**src/rtl/sdivsat_pkg.sv**
```systemverilog
// ----------------------------------------------------------------------------
// Signed divider package
// Control word that travels down the divider pipeline beside the data.
// ----------------------------------------------------------------------------
package sdivsat_pkg;

  typedef struct packed {
    logic valid;     // stage holds a live word
    logic q_neg;     // operand signs differ
    logic div_zero;  // divisor was zero
  } sdivsat_ctl_t;

endpackage

```
**src/rtl/sdivsat_step.sv**
```systemverilog
// ----------------------------------------------------------------------------
// Signed divider quotient step
// One restoring shift-subtract step: retires one quotient bit per stage.
// ----------------------------------------------------------------------------
module sdivsat_step #(
  parameter int DATA_WIDTH = 32
) (
  input  logic                      clk_i,
  input  logic                      rst_ni,
  input  logic                      adv_i,
  input  sdivsat_pkg::sdivsat_ctl_t ctl_i,
  input  logic [DATA_WIDTH-1:0]     rem_i,
  input  logic [DATA_WIDTH-1:0]     nq_i,
  input  logic [DATA_WIDTH-1:0]     dmag_i,
  output sdivsat_pkg::sdivsat_ctl_t ctl_o,
  output logic [DATA_WIDTH-1:0]     rem_o,
  output logic [DATA_WIDTH-1:0]     nq_o,
  output logic [DATA_WIDTH-1:0]     dmag_o
);

  logic [DATA_WIDTH-1:0]     trial;
  logic                      q_bit;
  logic [DATA_WIDTH-1:0]     rem_d;
  logic [DATA_WIDTH-1:0]     nq_d;
  sdivsat_pkg::sdivsat_ctl_t ctl_q;
  logic [DATA_WIDTH-1:0]     rem_q;
  logic [DATA_WIDTH-1:0]     nq_q;
  logic [DATA_WIDTH-1:0]     dmag_q;

  // Remainder stays below the divisor magnitude, so the shifted value fits.
  // Dividend bits shift out of the top of nq while quotient bits enter below.
  always_comb begin
    trial = {rem_i[DATA_WIDTH-2:0], nq_i[DATA_WIDTH-1]};
    q_bit = (trial >= dmag_i);
    rem_d = q_bit ? (trial - dmag_i) : trial;
    nq_d  = {nq_i[DATA_WIDTH-2:0], q_bit};
  end

  always_ff @(posedge clk_i or negedge rst_ni) begin
    if (!rst_ni) begin
      ctl_q <= '0;
    end else if (adv_i) begin
      ctl_q <= ctl_i;
    end
  end

  always_ff @(posedge clk_i) begin
    if (adv_i) begin
      rem_q  <= rem_d;
      nq_q   <= nq_d;
      dmag_q <= dmag_i;
    end
  end

  assign ctl_o  = ctl_q;
  assign rem_o  = rem_q;
  assign nq_o   = nq_q;
  assign dmag_o = dmag_q;

endmodule

```
**config.mk**
```make
export PLATFORM = sky130hd
export DESIGN_NAME = sdivsat_step
export DESIGN_NICKNAME = d
export VERILOG_FILES = /design/src/rtl/sdivsat_pkg.sv /design/src/rtl/sdivsat_step.sv
export SDC_FILE = /design/constraint.sdc
export NUM_CORES = 1
export LEC_CHECK = 0
export BUFFER_PORTS_ARGS = -buffer_cell sky130_fd_sc_hd__clkbuf_2
export CAP_MARGIN = 15
export CORE_MARGIN = 2
export CORE_UTILIZATION = 25
export CTS_BUF_LIST = sky130_fd_sc_hd__clkbuf_4 sky130_fd_sc_hd__clkbuf_8
export DETAILED_ROUTE_END_ITERATION = 10
export GPL_TIMING_DRIVEN = 0
export PLACE_DENSITY = 0.45
export SLEW_MARGIN = 5
export SYNTH_ARGS = -nofsm -noshare
export SYNTH_HDL_FRONTEND = slang
export SYNTH_SLANG_ARGS = --single-unit
```
**constraint.sdc**
```tcl
create_clock -name clk_i -period 1 [get_ports clk_i]
set_clock_uncertainty 0.1 [all_clocks]
set_input_delay 0.2 -clock clk_i [delete_from_list [all_inputs] [get_ports clk_i]]
set_output_delay 0.2 -clock clk_i [all_outputs]
set_load 0.02 [all_outputs]
```
* Word-level counts from Yosys, hierarchy flattened
Index checks and enable logic that the tools add are counted.
Widths: inputs -> output; s select.
** Storage, ports and cells
- Register bits :: 99
- Input bits :: 102
- Output and inout bits :: 99
** Operators by class
- $add $sub $neg :: 1
- Order comparisons :: 1
- Multiplexer cells :: 1
** Operator list (number)
- $ge 32x32->1 :: 1
- $mux 32 :: 1
- $sub 32x32->32 :: 1

* Depth between registers and ports, before layout
- Depth after elaboration :: 2
- Mapped depth :: 12
- Mapped depth without buffers :: 11

* Worst setup path before layout
No wires, ideal clock.
- Kind :: input-to-reg
- From :: input port nq_i[31]
- To :: register rem_q[24], in the netlist rem_o[24], data pin
- Arrival :: 2244 ps
- Setup slack :: -1605 ps
- Stages :: 11
- Cell sequence :: inv_1 > ha_1 > fa_1 > nor2b_1 > o31a_1 > o211ai_4 > a311oi_2 > nor2_4 > inv_4 > buf_8 > mux2_4
** Between the ends
- Longest elaborated chain between the ends :: 2
- Elaborated cells between the ends (all ways) :: 3
- Those cells by class :: 1 x add/sub; 1 x order compare; 1 x mux
** Ends and longest elaborated chain
- start: declaration :: line sdivsat_step.sv:13 : input logic [DATA_WIDTH-1:0] nq_i,
- $sub 32x32->32 or $ge 32x32->1 (tied branches) :: line sdivsat_step.sv:35, sdivsat_step.sv:34
- $mux 32 * :: line sdivsat_step.sv:35 : rem_d = q_bit ? (trial - dmag_i) : trial;
- named net rem_d[24] :: line sdivsat_step.sv:23 : logic [DATA_WIDTH-1:0] rem_d;
- end signal: assignment :: line sdivsat_step.sv:49 : rem_q <= rem_d;
- end: declaration :: line sdivsat_step.sv:26 : logic [DATA_WIDTH-1:0] rem_q;
Mark *: on every way through the listed nets, which the timed path passes. The rest lies on a longest branch.
A chain may end at the register's enable or synchronous reset.

* Worst setup path in the final report
- From :: input port dmag_i[21]
- To :: register rem_q[24], in the netlist rem_o[24], data pin
** Between the ends
- Longest elaborated chain between the ends :: 2
- Elaborated cells between the ends (all ways) :: 3
- Those cells by class :: 1 x add/sub; 1 x order compare; 1 x mux
** Ends and longest elaborated chain
- start: declaration :: line sdivsat_step.sv:14 : input logic [DATA_WIDTH-1:0] dmag_i,
- $sub 32x32->32 or $ge 32x32->1 (tied branches) :: line sdivsat_step.sv:35, sdivsat_step.sv:34
- $mux 32 * :: line sdivsat_step.sv:35
- named net rem_d[24] :: line sdivsat_step.sv:23
Marks and branches as above.

==> results.md <==
- Run status: finished with violations
- Violated checks: setup timing
- Mapped cell area: 5431 sq um
- Layout area overhead: 66.39%
- Post-synthesis mux area share: 1.451%
- Worst endpoint required time: 1.04 ns
- Die extent in y: 151.4 um
- Flop2flop setup slack: 0.12 ns
- Setup ws final: -1.348 ns
- First-pass GRT wire length: 25090 um
- Top cells by count, synth: 96 x edfxtp_1, 49 x inv_1, 43 x nand2_1
- Starting DRT DRC Count: 202
- Detailed Routing Iterations Pass 1: 4
- Final setup violation count: 132
- Largest net degree at the start of global routing: 64
- Vias per cell: 4.530
- Least-Margin Pin Slew: 0.4707 ns
- Pre-CTS setup slack: -2.098 ns
- Synth top area share: 53.08%
- Fmax: 0.4259 GHz
- Cells after Synth: 481
- Crit Path Max Fanout: 7
- GRT overflow: 0
- Ys async rst share: 3.030%
- Post-DP HPWL: 12380 um
- Final Critical Period: 2.348 ns
- Synth Area in Simple Gates: 10.97%
- CTS Root Cell: clkbuf_8
- Worst min-delay path category: in2async
- Placed cell count: 956
- Longest Clk Path Bufs: 2
- Peak VDD IR: 0.8268 mV
- CP Launch Type: input port
- Fraction of layout cells with a size suffix above 1: 44.07%
- WL final: 17360 um
- RSZ-0062 raised after global routing: true
- Sequential share of the synthesized area: 54.46%
- Cell Count, Final, Fillers Out: 1067
- CP endpoint kind: flop
- Core Region: 21150 sq um
- Slew Limit Fails: 0
- CTS Sinks: 99
- Global-route usage over all layers: 14.33%
- Finished Core Util: 42.72%
- Hold Vio Cnt, Final: 0
- Synth area leader: edfxtp_1
- Die ar.: 22920 sq um
- Top post-synthesis cells by area: edfxtp_1 53%, ha_1 7.4%, inv_1 3.4%
- Post-synth cell types: 63
- Post-DRT Antenna Nets: 0
- Initial Utilization: 25.68%
- Synth Flop Type: edfxtp_1
- IO Count: 201
- Yosys warns: 0
- Most common cell in the synthesized netlist: edfxtp_1
- Max-Cap Viols: 0
- Arr. time, crit path: 2.39 ns
- CTS Buf Count: 9
- Post-synthesis adder-cell area fraction: 7.740%
- TritonCTS clock tree: built
- Vias in the first global route: 4781
- Port bufs: 199
- Routed WL per cell: 16.27 um
- Post-synthesis compound-gate area fraction: 17.23%
- Lkg Pwr: 3.791 nW
- Final #Nets: 922
- Post-synthesis net count: 616
- Number of H-tree levels: 3
- P per Cell Area: 1355 nW/um^2
- Slew HR: 68.33%
- Initial antenna violation count: 1
- Mean Syn Cell Area: 11.29 sq um
- Standard-cell rows: 53
- Clk_lat worst skew: 0.38 ns
- Main combinational cell family by area after synthesis: compound AO/OA/AOI/OAI gates
- Fraction of synthesized cell area in xor and xnor cells: 3.064%
- Drc violations: 0
- Final GP Congestion: 0.8074
- Total number of vias: 4834
- Number of flops mapped to enable cells by yosys: 96
- Period utilisation layout: 234.8%
- Diode count: 0
- #FFs+latches synth: 99
- Die W: 151.4 um
- WS Path Type: in2reg
- CTS clock-pin slew for the worst setup and hold paths: 0.10 ns
==> final timing paths <==
| path | end | from | depth (start not counted) |
|---|---|---|---|
| setup / recovery | rem_o[24] | dmag_i[21] | 11 |
| hold / removal | ctl_o[2] | rst_ni | 2 |
| setup reg to reg | ctl_o[0] | ctl_o[0] | 1 |
| hold reg to reg | ctl_o[1] | ctl_o[1] | 1 |
| max in group asynchronous | ctl_o[0] | rst_ni | 2 |
| min in group clk_i | rem_o[6] | rem_i[5] | 3 |
==> what timing repair did <==
action | CTS | global route
gates resized for setup | 84 | 293
hold buffers | 71 | 1
endpoints found under the hold margin | 74 | 1
cloned | 1 | 2
endpoints found under the setup margin | 195 | 132
setup buffers | 17 | 4
pin swaps | 24 | 26
==> power by group <==
part | switching (mW) | internal (mW) | total, mW
Sequential | 0.164 | 5.05 | 5.21
Clock | 1.58 | 1.18 | 2.76
Combinational | 2.24 | 2.03 | 4.28
==> layer usage <==
| layer | up-vias | part of all wire, % | track usage (%) |
|---|---|---|---|
| li1 | 2392 | - | - |
| met1 | 2276 | 45 | 18.94 |
| met2 | 151 | 46 | 22.74 |
| met3 | 15 | 7.7 | 3.645 |
| met4 | 0 | 1.7 | 5.047 |
| met5 | - | 0 | 0 |
==> cell type report <==
cell class                 count  area (sq um)
buffer                        13         133.9
clock buffer                   9         123.9
clock inverter                 7         75.07
fill                        2022         12120
inverter                      50         200.2
multi-input combinational    318          2763
sequential                    99          2958
tap                          275         344.1
timing repair buffer         296          2440
==> registers in the layout, summed over array words and instances, names as in the netlist <==
register / flops
dmag_o: 32
nq_o: 32
rem_o: 32
ctl_o: 3
==> worst max-delay path, stage by stage <==
cell and delay, ns:
clkbuf_2 0.09, inv_1 0.05, ha_2 0.39, and3_1 0.21, nor2b_2 0.23, nand3_1 0.14, a311oi_4 0.36, nor2_4 0.14
inv_6 0.13, buf_8 0.14, mux2_4 0.30
==> cell usage in the layout (no fill, tap or decap), drive strengths merged, types with 31 or more instances in the layout <==
cell type,netlist,routed
o21ai,35,35
clkbuf,4,119
ha,32,32
inv,50,52
a21oi,34,34
nor2,31,31
dlygate4sd3,0,72
nand2,43,43
edfxtp,96,96
buf,10,127
==> cells by family after synthesis <==
| group | Yosys count |
|---|---|
| DFF | 99 |
| AOI/OAI and AO/OA | 137 |
| muxes | 6 |
| and+or+nand+nor | 123 |
| xor gates and xnor gates | 19 |
| buffers and inverters | 64 |
| adders and majority gates | 33 |
==> stage by stage <==
| step | hold WS (ns) | area, sq um | total power, mW | TNS [ns] |
|---|---|---|---|---|
| finish | 0.02684 | 9037 | 12.25 | -63.84 |
| floorplan | -0.1956 | 5489 | 7.163 | -45.06 |
| CTS | -0.09981 | 8319 | 11.73 | -65.69 |
| global route | 0.01538 | 9037 | 12.88 | -70.86 |
| global placement | -0.1054 | 6829 | 8.297 | -219.88 |
| detailed placement | -0.09750 | 6859 | 8.311 | -104.93 |
Note: power is estimated with default switching activity, not from simulation.
