`src/rtl/sdivsat_pkg.sv`:
```
// ----------------------------------------------------------------------------
// Signed divider package
// Control word that travels down the divider pipeline beside the data.
// ----------------------------------------------------------------------------
package sdivsat_pkg;

  typedef struct packed {
    logic valid;     // stage holds a live word
    logic q_neg;     // operand signs differ
    logic div_zero;  // divisor was zero
  } sdivsat_ctl_t;

endpackage

```
`src/rtl/sdivsat_prep.sv`:
```
// ----------------------------------------------------------------------------
// Signed divider operand stage
// Registers operand magnitudes, result sign and the zero-divisor flag.
// ----------------------------------------------------------------------------
module sdivsat_prep #(
  parameter int DATA_WIDTH = 32
) (
  input  logic                         clk_i,
  input  logic                         rst_ni,
  input  logic                         adv_i,
  input  logic                         valid_i,
  input  logic signed [DATA_WIDTH-1:0] dividend_i,
  input  logic signed [DATA_WIDTH-1:0] divisor_i,
  output sdivsat_pkg::sdivsat_ctl_t    ctl_o,
  output logic        [DATA_WIDTH-1:0] rem_o,
  output logic        [DATA_WIDTH-1:0] nq_o,
  output logic        [DATA_WIDTH-1:0] dmag_o
);

  logic                      n_neg;
  logic                      d_neg;
  logic [DATA_WIDTH-1:0]     nmag_d;
  logic [DATA_WIDTH-1:0]     dmag_d;
  sdivsat_pkg::sdivsat_ctl_t ctl_d;
  sdivsat_pkg::sdivsat_ctl_t ctl_q;
  logic [DATA_WIDTH-1:0]     nmag_q;
  logic [DATA_WIDTH-1:0]     dmag_q;

  always_comb begin
    n_neg  = dividend_i[DATA_WIDTH-1];
    d_neg  = divisor_i[DATA_WIDTH-1];
    // most negative value maps onto 2^(W-1), which still fits unsigned
    nmag_d = n_neg ? ({DATA_WIDTH{1'b0}} - dividend_i) : dividend_i;
    dmag_d = d_neg ? ({DATA_WIDTH{1'b0}} - divisor_i) : divisor_i;
    ctl_d.valid    = valid_i;
    ctl_d.q_neg    = n_neg ^ d_neg;
    ctl_d.div_zero = (divisor_i == '0);
  end

  always_ff @(posedge clk_i or negedge rst_ni) begin
    if (!rst_ni) begin
      ctl_q <= '0;
    end else if (adv_i) begin
      ctl_q <= ctl_d;
    end
  end

  always_ff @(posedge clk_i) begin
    if (adv_i) begin
      nmag_q <= nmag_d;
      dmag_q <= dmag_d;
    end
  end

  assign ctl_o  = ctl_q;
  assign rem_o  = '0;
  assign nq_o   = nmag_q;
  assign dmag_o = dmag_q;

endmodule

```
`config.mk`:
```
export PLATFORM = sky130hd
export DESIGN_NAME = sdivsat_prep
export DESIGN_NICKNAME = d
export VERILOG_FILES = /design/src/rtl/sdivsat_pkg.sv /design/src/rtl/sdivsat_prep.sv
export SDC_FILE = /design/constraint.sdc
export NUM_CORES = 1
export LEC_CHECK = 0
export ABC_AREA = 1
export ABC_CLOCK_PERIOD_IN_PS = 1600
export BUFFER_PORTS_ARGS = -buffer_cell sky130_fd_sc_hd__buf_4
export CAP_MARGIN = 5
export CORE_UTILIZATION = 54
export CTS_BUF_LIST = sky130_fd_sc_hd__clkbuf_16
export DETAILED_ROUTE_END_ITERATION = 16
export PLACE_DENSITY = 0.87
export SLEW_MARGIN = 20
export SYNTH_ARGS = -nofsm -noshare
export SYNTH_HDL_FRONTEND = slang
export SYNTH_SLANG_ARGS = --single-unit
```
`constraint.sdc`:
```
create_clock -name clk_i -period 1.6 [get_ports clk_i]
set_clock_uncertainty 0.05 [all_clocks]
set_input_delay 0.08 -clock clk_i [delete_from_list [all_inputs] [get_ports clk_i]]
set_output_delay 0.08 -clock clk_i [all_outputs]
set_load 0.005 [all_outputs]
```
# After elaboration in Yosys (flattened, before gate mapping)
# Index checks and enable logic that the tools add are counted.
# classes
mux	2
n_addsub	2
n_bitwise	1
reduce_logical	1
# op_table
operator	count
$sub A1 B32 Y32 const A	2
$mux W31	2
$logic_not A32 Y1	1
$xor A1 B1 Y1	1
# word_totals
output_inout_bits	99
ff_bits	67
inputBits	68
word_cells	13

# Depth between registers and ports, before layout
# Gate-level depths: netlist of the first run.
# depth
ltp_word	2
ltp_mapped	9
ltp_nobuf	9

# Worst setup path after synthesis of the first run
# Ideal clock, no wire load.
# synth_timing
path_type	input to register
startpoint	input dividend_i[0]
endpoint	register nmag_q[28], in the netlist nq_o[28] (data pin)
setup_time_ns	0.252
path_buffers	0
required_time_ns	1.298
cell_stages	9
t_arrival_ns	0.871
setup_slack_ns	0.426
cell_sequence	inv_1 > ha_1 > nand2_2 > nor2_2 > nor2_1 > nor2_2 > nand2_1 > nand2_1 > nand2_1
# synth_via
elab_chain_len	2
# synth_lines
item	line_no	source
start, declared	sdivsat_prep.sv:12	input logic signed [DATA_WIDTH-1:0] dividend_i,
$sub A1 B32 Y32	sdivsat_prep.sv:33	nmag_d = n_neg ? ({DATA_WIDTH{1'b0}} - dividend_i) : dividend_i;
$mux W31	sdivsat_prep.sv:33	
via nmag_d[28]	sdivsat_prep.sv:22	logic [DATA_WIDTH-1:0] nmag_d;
end signal, assigned	sdivsat_prep.sv:50	nmag_q <= nmag_d;
end, declared	sdivsat_prep.sv:26	logic [DATA_WIDTH-1:0] nmag_q;
# The timed path passes the listed nets, and every way through them passes these cells.
# A chain may end at the register's enable or synchronous reset.

# Worst setup path in the final report of the first run
# layout_timing
startpoint	input dividend_i[23]
endpoint	register nmag_q[24], in the netlist nq_o[24] (data pin)
# Same word-level chain as after synthesis.

==> metrics.txt, run 1 <==
largest family of logic cells by synthesized area simple AND/OR/NAND/NOR gates; core footprint 7767 um2; # setup viols final 0; GR Util met3 0.05058; Critical Path Fanout Max 4; number of global-route vias before repair 3771; f_max 649.3 MHz; DRC viols 0; largest net degree at the start of global routing 37; Setup TNS Final 0 ns; all-layer global routing usage 0.2838; synth warn 0; # diodes 0; first-pass iteration count of the detailed router 7; outcome finished clean; GR Util met2 0.4347; mux contribution to synthesized area 0; RSZ-0062 raised after global routing yes; register area share after synthesis 0.4577; first-pass GRT wire length 18410 um; Area Growth Syn to Fin 30.60%; Total Nets Final between 700 and 800; worst hold-check path type in2reg; nature of the critical path startpoint input pin; met1 Use GR 0.4044; top cells by count, synth nand2_1 (180), nor2_1 (81), edfxtp_1 (64); Worst Path Buf+Inv 2; Primary FF master, synth edfxtp_1; DRT antenna net count 0; Max Root-Sink Buffers 2; initial antenna violation count 0; CTS tree yes; Post-synth EDFFs 64; Adder-Cell Fraction of Synth Area 0.01147; Final Hold Vio Count 0; RePlAce Congestion 0.9878; Slowest Stage Delay on Critical Path 0.55 ns; Post-CTS Repair Setup Buffers 0; Avg Inst Size Synth roughly 8 um2; share of layout cells above drive strength 1 0.2695; Post-Syn Area 4363 um2; PwrDens 883.4 nW/um2; Root Driver clkbuf_16; Overall Power about 5.0 mW; # IOs around 170; grt total ovfl 0; Yosys reg bits 67; critical path's most frequent cell nand2_1; count leader, synth nand2_1; Syn Inst Count 544; Iter 0 DRT Violations 357; VDD IR-drop max slightly above 0.5 mV; gr busiest metal met2; Final Max Tran Viols 0; # port buffers 134; WL/cell 14.59 um; Leak 2.583 nW; Post-Route WL about 12000 um; die area 8443 um2; CP Data Required Time around 1.6 ns; Die W around 92 um; maxcap violations 0; Worst-path clk slew 0.06 ns; Distinct cells, synth 25; vias roughly 4100; Synth area leader edfxtp_1; Worst EP arrival around 1.6 ns; Die Span Y 91.89 um; H-tree depth 3; DP HPWL slightly above 9000 um; post-synthesis compound-gate area fraction 0.03413; Synth top area share 0.4405; worst-skew pair later-pin latency approximately 0.32 ns; DR vias/cell 5.104; CP Class in2reg; Final min period 1.540 ns; critical path's slowest cell dlygate4sd3_1; total CTS buffers 9; CP endpoint kind flop; row count 32; Final Cycle Share 0.9625; critical path's top delay family buffers and inverters; Initial Utilization 0.5617; Fillers 631; post-synthesis simple-gate area fraction 0.3350; Sink Count 67; area share of xor/xnor cells in the synthesized design 0.06022; Synth async-reset ratio 0.04478; largest cells by area after synthesis edfxtp_1 (44%), nand2_1 (15%), nor2_1 (7.0%), buf_4 (6.2%), xnor2_1 (4.4%); worst path cell trace dlygate4sd3_1 > buf_4 > nor2_1 > nand2_1 > o21ai_0 > nand3_1 > nand2_1 > nand2_1
where the power goes:
part | total (mW) | leakage [nW] | internal [mW] | switching [mW]
Sequential | 2.18 | 0.663 | 2.13 | 0.0554
Clock | 1.87 | 0.144 | 1.18 | 0.689
Combinational | 0.975 | 1.78 | 0.463 | 0.513
Total | 5.03 | 2.58 | 3.78 | 1.26
through the flow:
stage / util / setup slack [ns] / cell area (um2) / hold slack, ns / cells
final: 0.7336 / 0.05996 / 5698 / 0.009319 / 796
after global routing: 0.7336 / -0.003367 / 5698 / 0.02563 / 796
after CTS: 0.7332 / 0.1016 / 5695 / 0.002902 / 796
after detailed placement: 0.6901 / 0.09070 / 5360 / -0.1797 / 775
after global placement: 0.6901 / 0.1669 / 5360 / -0.1798 / 775
after floorplan: - / 0.4265 / 4479 / -0.2656 / 575
final timing paths:
kind | from | endpoint | slack (ns) | depth (start not counted)
worst max-delay path | dividend_i[23] | nq_o[24]$_DFFE_PP_ | 0.06 | 8
worst min-delay path | divisor_i[24] | dmag_o[24]$_DFFE_PP_ | 0.009 | 3
worst max register to register | ctl_o[1]$_DFFE_PN0P_ | ctl_o[1]$_DFFE_PN0P_ | 0.91 | 2
worst min register to register | ctl_o[2]$_DFFE_PN0P_ | ctl_o[2]$_DFFE_PN0P_ | 0.44 | 2
max in group asynchronous | rst_ni | ctl_o[1]$_DFFE_PN0P_ | 1.38 | 2
min in group asynchronous | rst_ni | ctl_o[2]$_DFFE_PN0P_ | 0.03 | 2
worst min-delay path: stages:
cell and delay (ns):
buf_4 0.10, nand2_1 0.05, nand2_1 0.04
kinds of logic (layout without fill, tap and decap cells):
kind of cell,count (synthesis),count (layout)
XOR/XNOR,30,30
buffers and inverters,79,198
flip-flops,67,67
other,1,32
AO/OA/AOI/OAI,26,26
adder cells (fa/ha/maj),4,4
AND/OR/NAND/NOR,337,337
sequential cells by signal, indices dropped and copies added, names as in the netlist:
name    cells
dmag_o     32
nq_o       32
ctl_o       3
cells in the final DEF (no fill, tap or decap), drive strengths merged, types with 8 or more instances in the layout:
master,n
nand3,36
conb,32
buf,136
clkbuf,9
edfxtp,64
o21ai,22
inv,41
nand2,185
xor2,8
nor2,104
xnor2,22
per-layer routing:
layer | up-vias | wire, um | share of wire
met1 | 1847 | 5047 | 0.43
met3 | 21 | 1004 | 0.086
met4 | 0 | 220 | 0.019
met2 | 221 | 5342 | 0.46
met5 | - | 0 | 0
li1 | 1974 | - | -
cell type report:
cell class	count	area (um2)	area share
Timing Repair Buffer	141	1084	0.1902
Tap cell	102	127.6	0.02240
Clock inverter	7	60.06	0.01054
Multi-Input combinational cell	429	2046	0.3590
Sequential cell	67	1997	0.3505
Clock buffer	9	225.2	0.03953
Inverter	41	158.9	0.02789
what timing repair did:
| action | CTS | global route |
|---|---|---|
| endpoints found under the hold margin | 7 | 0 |
| hold buffers | 5 | 0 |
| resized for setup | 0 | 1 |
| endpoints found under the setup margin | 0 | 2 |
(Power assumes the default switching activity.)
==> run 2, diff against run 1 <==
Settings changed: ABC_CLOCK_PERIOD_IN_PS 1600 to 1900.
Clock period 1.6 ns to 1.9 ns, I/O delays scaled along.
==> metrics.txt, run 2 (same netlist as run 1, synthesis figures left out) <==
most common cell after layout, fill and taps aside nand2_1; WL/cell between 10 and 15 um; CP endpoint kind flop; # port buffers 134; outcome finished clean; Die Span Y 91.89 um; Die W just over 90 um; Initial Utilization 0.5617; RSZ-0062 raised after global routing no; first-pass GRT wire length 18270 um; VDD IR-drop max 0.4640 mV; largest net degree at the start of global routing 32; H-tree depth 3; row count 32; Final Max Tran Viols 0; DP HPWL 9307 um; Hold WS ~0.027 ns; hold_buf cts 4; DR vias/cell 5.224; grt total ovfl 0; Worst-path clk slew ~0.05 ns; CP startpoint divisor_i[0]; total CTS buffers 9; r2r setup slk 1.21 ns; Worst EP arrival between 1.5 and 2 ns; Sink Count 67; DRC viols 0; CTS tree yes; Reg-to-Reg End ctl_o[1]$_DFFE_PN0P_; share of layout cells above drive strength 1 0.2695; Area Growth Syn to Fin 30.20%; Root Driver clkbuf_16; all-layer global routing usage 0.2827; vias approximately 4200; crit path to dmag_o[20]$_DFFE_PP_; Iter 0 DRT Violations about 370; Max Root-Sink Buffers 2; CP Class in2reg; Final Hold Vio Count 0; # IOs 167; nature of the critical path startpoint input pin; Leak 2.579 nW; CTS resizes 0; Final Cycle Share 0.9013; initial antenna violation count 0; # setup viols final 0; worst hold-check path type in2reg; # diodes 0; commonest cells after routing, fill and taps aside nand2_1 (180), buf_4 (137), nor2_1 (81); Overall Power about 4.2 mW; CP Data Required Time 1.93 ns; Final min period 1.713 ns; number of global-route vias before repair ~3700; first-pass iteration count of the detailed router 5; Post-CTS Repair Setup Buffers 0; maxcap violations 0; Critical Path Fanout Max 3; Post-Route WL about 12000 um; worst-skew pair later-pin latency 0.32 ns; f_max between 500 and 600 MHz; R2R depth 2; Total Nets Final 761; Setup TNS Final 0 ns; DRT antenna net count 0; worst reg2reg startpoint ctl_o[1]$_DFFE_PN0P_; core footprint between 7000 and 8000 um2; PwrDens 746.6 nW/um2; RePlAce Congestion 0.9738; die area 8443 um2
## run 2: cell count changes in the layout (fill, tap and decap cells not counted)
cell / previous run / this run
nor2_1: 80 / 81
dlygate4sd3_1: 5 / 4
nor2_2: 15 / 14
buf_12: 1 / 0
buf_4: 135 / 137
## run 2: worst min path at each step
| stage | end | start | slack, ns | cells past startpoint |
|---|---|---|---|---|
| 2_1_floorplan | ctl_o[0]$_DFFE_PN0P_ | rst_ni | -0.25 | 0 |
| 3_3_place_gp | ctl_o[2]$_DFFE_PN0P_ | rst_ni | -0.17 | 1 |
| 3_5_place_dp | ctl_o[1]$_DFFE_PN0P_ | rst_ni | -0.16 | 1 |
| 4_1_cts | dmag_o[18]$_DFFE_PP_ | divisor_i[18] | 0.008 | 3 |
| 5_1_grt | dmag_o[18]$_DFFE_PP_ | divisor_i[18] | 0.02 | 3 |
| 6_report | dmag_o[18]$_DFFE_PP_ | divisor_i[18] | 0.03 | 3 |
## run 2: layer usage
metal | track usage | part of all wire | routed length (um) | vias to the layer above
met5 | 0 | 0 | 0 | -
met4 | 0.06771 | 0.012 | 134 | 0
met3 | 0.06882 | 0.10 | 1167 | 17
met2 | 0.4216 | 0.44 | 5102 | 251
met1 | 0.4151 | 0.45 | 5180 | 1921
li1 | - | - | - | 1969
## run 2: stage by stage
step	std cells	utilization	worst slack, ns	instance area [um2]
after floorplan	575	-	0.7115	4479
after global placement	776	0.6894	0.3892	5355
after detailed placement	776	0.6894	0.4126	5355
after CTS	796	0.7313	0.1902	5680
after global routing	796	0.7313	0.02933	5680
final	796	0.7313	0.1874	5680
## run 2: worst max-delay path: stages
cell and delay [ns]:
dlygate4sd3_1 0.55, buf_4 0.14, inv_1 0.08, ha_1 0.21, nand2_2 0.09, nor2_4 0.14
nand2_1 0.06, nand2_1 0.18, nand2_1 0.08, nand2_1 0.06, nand2_1 0.05
## run 2: area by class of cell
class / instances / area (um2)
Timing Repair Buffer: 141 / 1069
Sequential cell: 67 / 1997
Clock buffer: 9 / 225.2
Inverter: 41 / 158.9
Fill cell: 598 / 2087
Multi-Input combinational cell: 429 / 2043
Clock inverter: 7 / 60.06
Tap cell: 102 / 127.6
## run 2: power by group
group | internal (mW) | switching (mW) | leakage, nW
Sequential | 1.79 | 0.0428 | 0.663
Combinational | 0.386 | 0.434 | 1.77
Clock | 0.998 | 0.588 | 0.144
