### src/rtl/sdivsat_pkg.sv
// ----------------------------------------------------------------------------
// Signed divider package
// Control word that travels down the divider pipeline beside the data.
// ----------------------------------------------------------------------------
package sdivsat_pkg;

  typedef struct packed {
    logic valid;     // stage holds a live word
    logic q_neg;     // operand signs differ
    logic div_zero;  // divisor was zero
  } sdivsat_ctl_t;

endpackage

### src/rtl/sdivsat_post.sv
// ----------------------------------------------------------------------------
// Signed divider result stage
// Applies the sign, saturates and holds the result word for the consumer.
// ----------------------------------------------------------------------------
module sdivsat_post #(
  parameter int DATA_WIDTH = 32
) (
  input  logic                         clk_i,
  input  logic                         rst_ni,
  input  logic                         adv_i,
  input  sdivsat_pkg::sdivsat_ctl_t    ctl_i,
  input  logic        [DATA_WIDTH-1:0] q_mag_i,
  output logic                         valid_o,
  output logic signed [DATA_WIDTH-1:0] quotient_o
);

  localparam logic [DATA_WIDTH-1:0] MaxPos = {1'b0, {(DATA_WIDTH-1){1'b1}}};

  logic [DATA_WIDTH-1:0] quo_d;
  logic [DATA_WIDTH-1:0] quo_q;
  logic                  valid_q;

  always_comb begin
    if (ctl_i.div_zero) begin
      quo_d = MaxPos;
    end else if (ctl_i.q_neg) begin
      quo_d = {DATA_WIDTH{1'b0}} - q_mag_i;
    end else if (q_mag_i[DATA_WIDTH-1]) begin
      // most negative over minus one
      quo_d = MaxPos;
    end else begin
      quo_d = q_mag_i;
    end
  end

  always_ff @(posedge clk_i or negedge rst_ni) begin
    if (!rst_ni) begin
      valid_q <= 1'b0;
    end else if (adv_i) begin
      valid_q <= ctl_i.valid;
    end
  end

  always_ff @(posedge clk_i) begin
    if (adv_i) begin
      quo_q <= quo_d;
    end
  end

  assign valid_o    = valid_q;
  assign quotient_o = quo_q;

endmodule

### config.mk
export PLATFORM = sky130hd
export DESIGN_NAME = sdivsat_post
export DESIGN_NICKNAME = d
export VERILOG_FILES = /design/src/rtl/sdivsat_pkg.sv /design/src/rtl/sdivsat_post.sv
export SDC_FILE = /design/constraint.sdc
export NUM_CORES = 1
export LEC_CHECK = 0
export BUFFER_PORTS_ARGS = -buffer_cell sky130_fd_sc_hd__buf_4
export CAP_MARGIN = 0
export CORE_AREA = 2 2 76 64
export CTS_CLUSTER_SIZE = 30
export DETAILED_ROUTE_END_ITERATION = 7
export DIE_AREA = 0 0 78 66
export PLACE_DENSITY = 0.77
export SLEW_MARGIN = 20
export SYNTH_ARGS = -nofsm -noshare
export SYNTH_HDL_FRONTEND = slang
export SYNTH_SLANG_ARGS = --single-unit
### constraint.sdc
create_clock -name clk_i -period 1 [get_ports clk_i]
set_clock_uncertainty 0.05 [all_clocks]
set_input_delay 0.15 -clock clk_i [delete_from_list [all_inputs] [get_ports clk_i]]
set_output_delay 0.15 -clock clk_i [all_outputs]
set_load 0.02 [all_outputs]
Word level (Yosys, flattened, before mapping)
Cells that the tools add are included.

word-level totals
  register bits = 33
  bits in latches = 0
  bits in writable memories = 0
  memory bits (read-only) = 0
  logic and storage cells = 5
  memories kept = 0

cells by class
  $add $sub $neg = 1
  multipliers = 0
  div/mod/pow operators = 0
  order comparisons = 0
  equality and inequality tests = 0
  shift operators = 0
  multiplexer cells = 2
  bitwise gates (word level) = 0
  reductions and logical operators = 0

operator list
  kind                   count
  $mux 32                1
  $sub 1x32->32 const A  1
  $mux 31                1

Depth between registers and ports, before layout
Gate-level depths: netlist of the first run.

  depth in word-level cells = 2
  depth in mapped cells = 8

Least setup slack after synthesis of the first run
Ideal clock, no wire load.

  path kind = input port to flip-flop
  start point = in q_mag_i[0]
  end point = reg quo_q[20] (netlist: quotient_o[20]) (data pin)
  library setup time = 0.262 ns
  arrival time = 1.760 ns
  required time = 0.688 ns
  setup slack = -1.072 ns
  stages = 7
  path buffers = 1
  cells stage by stage = inv_1 > ha_1 > or3b_1 > clkbuf_1 > or4_4 > o31ai_4 > mux2i_1

on the way
  longest elaborated chain between the ends = 2

ends and longest elaborated chain
  what                  RTL line            text
  start, declared       sdivsat_post.sv:12  input logic [DATA_WIDTH-1:0] q_mag_i,
  $sub 1x32->32         sdivsat_post.sv:27  quo_d = {DATA_WIDTH{1'b0}} - q_mag_i;
  $mux 32               sdivsat_post.sv:26  end else if (ctl_i.q_neg) begin
  end signal, assigned  sdivsat_post.sv:46  quo_q <= quo_d;
  end, declared         sdivsat_post.sv:20  logic [DATA_WIDTH-1:0] quo_q;

No other way between the ends.
A chain may end at the register's enable or synchronous reset.

Final worst setup path of the first run
  start point = in q_mag_i[8]
  end point = reg quo_q[18] (netlist: quotient_o[18]) (data pin)

Same word-level chain as after synthesis.

==> results.tsv, run 1 <==
metric	value	unit
synthesis.nets	244	
drv_cap	0	
r2r-start	valid_o$_DFFE_PN0P_	
maxSlewHeadroom	70.7	%
dr_total_vias	2575	
power_density	1040	mW/mm²
synth_edf_count	32	
worst_slack	-0.848	ns
critPathMaxFanout	5	
met3_usage	4.92	%
cp.required	1.06	ns
fp.dieW	78	µm
critPathKind	in -> reg	
ys_warn_count	0	
synth_mux_area_share	5.28	%
dieArea	0.00515	mm²
maxSlewViolCount	0	
min_period	1.85	ns
core-area	0.00440	mm²
io_pins	71	
synth_async_sr_flop_share	3.03	%
synth_top_family_by_area	simple AND/OR/NAND/NOR gates	
startpoint_type	input pin	
wirelength	8.84	mm
start_util	47.9	%
synth_compound_area_share	17.0	%
failed_checks	negative setup slack	
viasPerCell	6.16	
synthSimpleGateAreaFrac	21.9	%
syn_inst	205	
drt-initial-drc-count	307	
fillers	174	
vdd_drop_max	0.946	mV
rsz0062_at_grt	true	
grt_pass1_wl	11.4	mm
syn_area	0.00211	mm²
setup_viol	60	
hold_class	in -> reg	
cts_tree	built	
layout-drive-gt1-share	58.9	%
path_cells	buf_6 > or4_4 > or4_4 > o31ai_4 > mux2i_1	
hp-start	ctl_i[2]	
yosysUniqueCellTypes	49	
avgRoutedWirePerCell	21.1	µm
met2_usage	49.2	%
status	finished with violations	
register_area	986	µm²
dr.pass1.iters	6	
worst_pin_slew	0.436	ns
dp_hpwl	4.66	mm
finalHoldViolCount	0	
clk_pin_slew_worst_paths	0.06	ns
numCtsBuffers	5	
worstSkewPairLatency	0.28	ns
synth_top_cells_by_area	edfxtp_1, mux2i_1, xor2_1, nand2_1, nor2_1	
synth_ff_type	edfxtp_1	
synth_area_leader_cell	edfxtp_1	
die_h	66	µm
diodes	0	
placed_area	0.00334	mm²
grt_use_met1	36.4	%
grt_max_degree	15	
synthXorXnorAreaFrac	4.57	%
cpLargestDelayFamily	simple AND/OR/NAND/NOR gates	
ys_seq_area_share	46.7	%
post_synth.cell_area_avg	10.3	µm²
syn_to_final_growth	88.7	%
antenna_found_initial	0	
synth_top_area_share	45.6	%
p_leak	1.76	nW
ys_seq_elements	33	
rows	22	
crit_path_end_kind	flip-flop	
clk_path_buf_depth	2	
fin_nets	396	
cp.arrival	1.91	ns
crit_buf_inv	1	
cts_root_buf	clkbuf_8	
gp_congestion	0.929	
fmax	0.541	GHz
route.detailed.drc	0	
synth_fa_ha_area_share	0.593	%
cp_common_cell	or4_4	
period_share	185	%
cts_max_level	2	
busiest_layer	met2	
dpl_worst_slack	-1.16	ns
startpoint	q_mag_i[8]	
max_stage_delay	0.63	ns
grt_pass1_vias	2314	
clock-sinks	33	
ant_nets	0	
multi_input_area	0.00135	mm²
cp_slowest_cell	or4_4	
port_buffers	70	
grtUsageTotal	29.2	%
finalInstanceArea	0.00398	mm²
grt-ovfl-total	0	
==> per-stage QoR <==
step | setup TNS (ns) | total power [mW] | hold WS (ns) | std cells | utilization, %
2_1_floorplan | -19.07 | 2.21 | -0.196 | 205 | -
5_1_grt | -19.66 | 4.26 | 0.0561 | 418 | 90.4
4_1_cts | -16.57 | 3.95 | 0.0340 | 407 | 84.8
3_3_place_gp | -25.78 | 2.80 | -0.125 | 392 | 75.8
6_report | -18.16 | 4.14 | 0.0601 | 418 | 90.4
3_5_place_dp | -26.83 | 2.82 | -0.123 | 392 | 75.8
==> final cells by class <==
cell class / instances / share of cell area [%]
inverter: 6 / 1.04
timing repair buffer: 158 / 36.5
tap: 60 / 1.89
clock buffer: 8 / 2.01
sequential: 33 / 24.8
multi-input combinational: 153 / 33.8
==> cells by family (layout without fill, tap and decap cells) <==
logic type / after synthesis / after routing
flip-flops: 33 / 33
adder cells (fa/ha/maj): 1 / 1
AO/OA/AOI/OAI: 45 / 45
AND/OR/NAND/NOR: 85 / 85
XOR/XNOR: 11 / 11
multiplexers: 11 / 11
buffers and inverters: 19 / 172
==> what timing repair did <==
item	CTS	global route
hold buffers	1	0
hold endpoints to repair	1	0
endpoints found under the setup margin	61	62
gates cloned	1	1
pin swaps	16	26
gates resized for setup	61	37
buffers inserted	6	11
==> sequential cells by signal, indices dropped and copies added, names as in the netlist <==
signal      flops
quotient_o     32
valid_o         1
==> path summary, 6_finish.rpt <==
| check | endpoint | slack (ns) | depth (start not counted) |
|---|---|---|---|
| min reg2reg | valid_o$_DFFE_PN0P_ | 0.50 | 1 |
| max reg2reg | valid_o$_DFFE_PN0P_ | 0.18 | 1 |
| min | valid_o$_DFFE_PN0P_ | 0.06 | 2 |
| min in group asynchronous | valid_o$_DFFE_PN0P_ | 0.13 | 2 |
| max | quotient_o[18]$_SDFFCE_PP1P_ | -0.85 | 5 |
| max in group asynchronous | valid_o$_DFFE_PN0P_ | 0.69 | 2 |
==> power by group <==
group / total (mW) / internal, mW / switching, mW
sequential: 1.72 / 1.66 / 0.0619
combinational: 1.37 / 0.700 / 0.674
clock: 1.05 / 0.496 / 0.551
total: 4.14 / 2.85 / 1.29
==> synthesized netlist by cell type, types with 3 or more instances <==
| cell type | count |
|---|---|
| mux2i_1 | 10 |
| nor4_1 | 5 |
| nor2_1 | 20 |
| inv_1 | 5 |
| clkbuf_1 | 9 |
| nor3_1 | 10 |
| or2_2 | 4 |
| or4_1 | 4 |
| or4_4 | 3 |
| a41o_1 | 3 |
| and2_1 | 8 |
| buf_2 | 3 |
| a31oi_1 | 6 |
| a21oi_1 | 7 |
| xor2_1 | 9 |
| o41ai_1 | 5 |
| edfxtp_1 | 32 |
| o21ai_0 | 3 |
| nand2_1 | 20 |
==> cells in the final DEF, fill, tap and decap left out, types with 5 or more instances in the layout <==
cell type,count
buf_4,96
buf_6,56
edfxtp_1,32
nand2_1,19
nor2_1,18
mux2i_1,10
xor2_1,9
and2_1,8
nor3_1,7
or4_4,5
a31oi_1,5
o41ai_4,5
clkbuf_8,5
==> metal layers <==
| layer | vias up | wire length [µm] |
|---|---|---|
| met2 | 207 | 4360 |
| li1 | 1096 | - |
| met5 | - | 0 |
| met1 | 1215 | 3150 |
| met4 | 0 | 527 |
| met3 | 57 | 805 |
Power figures use the tool's default switching activity.
==> run 2: changes to the inputs <==
--- a/config.mk
+++ b/config.mk
@@ -11,7 +11,7 @@
 export CTS_CLUSTER_SIZE = 30
 export DETAILED_ROUTE_END_ITERATION = 7
 export DIE_AREA = 0 0 78 66
-export PLACE_DENSITY = 0.77
+export PLACE_DENSITY = 0.86
 export SLEW_MARGIN = 20
 export SYNTH_ARGS = -nofsm -noshare
 export SYNTH_HDL_FRONTEND = slang
==> run 2 against run 1 <==
  * Routed wire length is 10% higher
  * Sequential power hardly changed
  * Highest routed layer unchanged
  * Worst hold slack worse by 0.016 ns
  * Combinational power hardly changed
  * Flip-flop and latch count stayed put
  * Utilization is 2.7 points lower
  * The run still ends with negative setup slack left
==> results.tsv, run 2 (synthesis gave the netlist of run 1 again) <==
metric	value	unit	change
crit_buf_inv	1		unchanged
dr.pass1.iters	5		-1
cp_common_cell	or4_4		
port_buffers	70		unchanged
pwr-share-clk	24.1	%	-1.2 points
numCtsBuffers	5		unchanged
clk_path_buf_depth	2		unchanged
setup_viol	60		unchanged
netSwitchingPower	1.27	mW	-1.2%
vdd_drop_max	0.840	mV	-11%
fillers	199		+14%
maxSlewViolCount	0		unchanged
clk_pin_slew_worst_paths	0.07	ns	about the same
worst_pin_slew	0.400	ns	-0.0361 ns
failed_checks	negative setup slack		
drt-initial-drc-count	355		+16%
fin_nets	387		-2.3%
worst_slack	-0.807	ns	+0.0416 ns
worstSkewPairLatency	0.29	ns	about the same
startpoint_type	input pin		
final_common_cell	buf_4		
p_leak	1.69	nW	-3.8%
gp_congestion	0.859		-7.6%
finalHoldViolCount	0		unchanged
path_cells	buf_8 > or4_4 > or4_4 > o31ai_4 > mux2i_1		
drv_cap	0		unchanged
avgRoutedWirePerCell	23.9	µm	+13%
layout-drive-gt1-share	58.5	%	-0.49 points
multi_input_area	0.00133	mm²	-0.93%
hold_class	in -> reg		
power_density	1060	mW/mm²	+1.9%
dp.cells	387		-1.3%
placed_area	0.00329	mm²	-1.5%
combPwrFrac	33.8	%	+0.6 points
grt_max_degree	13		-2
cp_slowest_cell	or4_4		
layout_common_cells	buf_4, buf_6, edfxtp_1		
io_pins	71		unchanged
status	finished with violations		
fp.dieW	78	µm	unchanged
core-area	0.00440	mm²	unchanged
grtUsageTotal	34.3	%	+5.1 points
min_period	1.81	ns	-0.0416 ns
die_h	66	µm	unchanged
crit_path_end_kind	flip-flop		
swShare	31.1	%	about the same
wirelength	9.77	mm	+10%
fmax	0.554	GHz	+2.3%
cpLargestDelayFamily	simple AND/OR/NAND/NOR gates		
dr_total_vias	2696		+4.7%
cts_max_level	2		unchanged
period_share	181	%	-4.2 points
clock-sinks	33		unchanged
rsz0062_at_grt	true		
cp.required	1.09	ns	+0.03 ns
start_util	47.9	%	unchanged
ant_nets	0		unchanged
diodes	0		unchanged
route.detailed.drc	0		unchanged
viasPerCell	6.59		+7.0%
cts_root_buf	clkbuf_8		
register_area	986	µm²	unchanged
tns	-19.06	ns	-0.895 ns
largest_reg_flops	32		unchanged
grt_pass1_wl	13.0	mm	+14%
max_stage_delay	0.62	ns	about the same
cts_tree	built		
critPathKind	in -> reg		
syn_to_final_growth	83.0	%	
rows	22		unchanged
seqPwrFrac	42.0	%	+0.5 points
dp_hpwl	4.87	mm	+4.5%
fin_cells	409		-2.2%
maxSlewHeadroom	73.1	%	+2.4 points
grt-ovfl-total	0		unchanged
grt_pass1_vias	2485		+7.4%
critPathMaxFanout	4		-1
cp.arrival	1.90	ns	about the same
dieArea	0.00515	mm²	unchanged
antenna_found_initial	0		unchanged
finalInstanceArea	0.00386	mm²	-3.0%
internal_power	2.82	mW	-1.2%
[run 2: cell count changes in the layout (fill, tap and decap cells not counted), sizes merged]
cell	delta
clkinv	+1
buf	-9
inv	+1
clkbuf	-2
[run 2: timing repair]
item | CTS | global route
resized for setup | 62 | 27
cloned | 1 | 0
setup endpoints to repair | 61 | 63
hold buffers | 1 | 0
endpoints found under the hold margin | 1 | 0
buffers inserted | 6 | 8
pin swaps | 25 | 18
[run 2: worst paths after layout]
kind                                     start                           end  slack (ns)  depth (start not counted)
max in group asynchronous               rst_ni           valid_o$_DFFE_PN0P_        0.68                          2
max reg2reg                valid_o$_DFFE_PN0P_           valid_o$_DFFE_PN0P_        0.18                          1
min in group asynchronous               rst_ni           valid_o$_DFFE_PN0P_        0.14                          2
min                                   ctl_i[2]           valid_o$_DFFE_PN0P_        0.04                          2
max                                 q_mag_i[5]  quotient_o[18]$_SDFFCE_PP1P_       -0.81                          5
min reg2reg                valid_o$_DFFE_PN0P_           valid_o$_DFFE_PN0P_        0.50                          1
[run 2: power by group through the flow]
stage | clock network (mW) | registers (mW) | logic [mW]
after floorplan | 0 | 1.88 | 0.332
after global placement | 0 | 1.72 | 1.06
after detailed placement | 0 | 1.72 | 1.09
after CTS | 0.978 | 1.71 | 1.23
after global routing | 1.03 | 1.73 | 1.43
final | 0.987 | 1.72 | 1.39
[run 2: stage by stage]
stage / hold WS (ns) / utilization [%] / setup WS [ns] / power, mW
floorplan: -0.196 / - / -1.00 / 2.21
global placement: -0.125 / 74.6 / -1.10 / 2.77
detailed placement: -0.124 / 74.6 / -1.15 / 2.81
CTS: 0.0383 / 84.3 / -0.766 / 3.92
global route: 0.0606 / 87.7 / -0.855 / 4.19
finish: 0.0441 / 87.7 / -0.807 / 4.09
[run 2: metal layers]
layer | global-route usage, % | share of wire [%] | routed length [µm]
met5 | 0 | 0 | 0
met2 | 58.8 | 47 | 4590
met1 | 38.5 | 33 | 3200
met4 | 19.3 | 9.0 | 876
met3 | 10.1 | 11 | 1090
[run 2: area by class of cell]
class / count / share of cell area, %
Sequential cell: 33 / 25.5
Tap cell: 60 / 1.94
Clock buffer: 6 / 1.88
Inverter: 6 / 1.10
Clock inverter: 2 / 0.259
Multi-Input combinational cell: 153 / 34.5
Timing Repair Buffer: 149 / 34.7
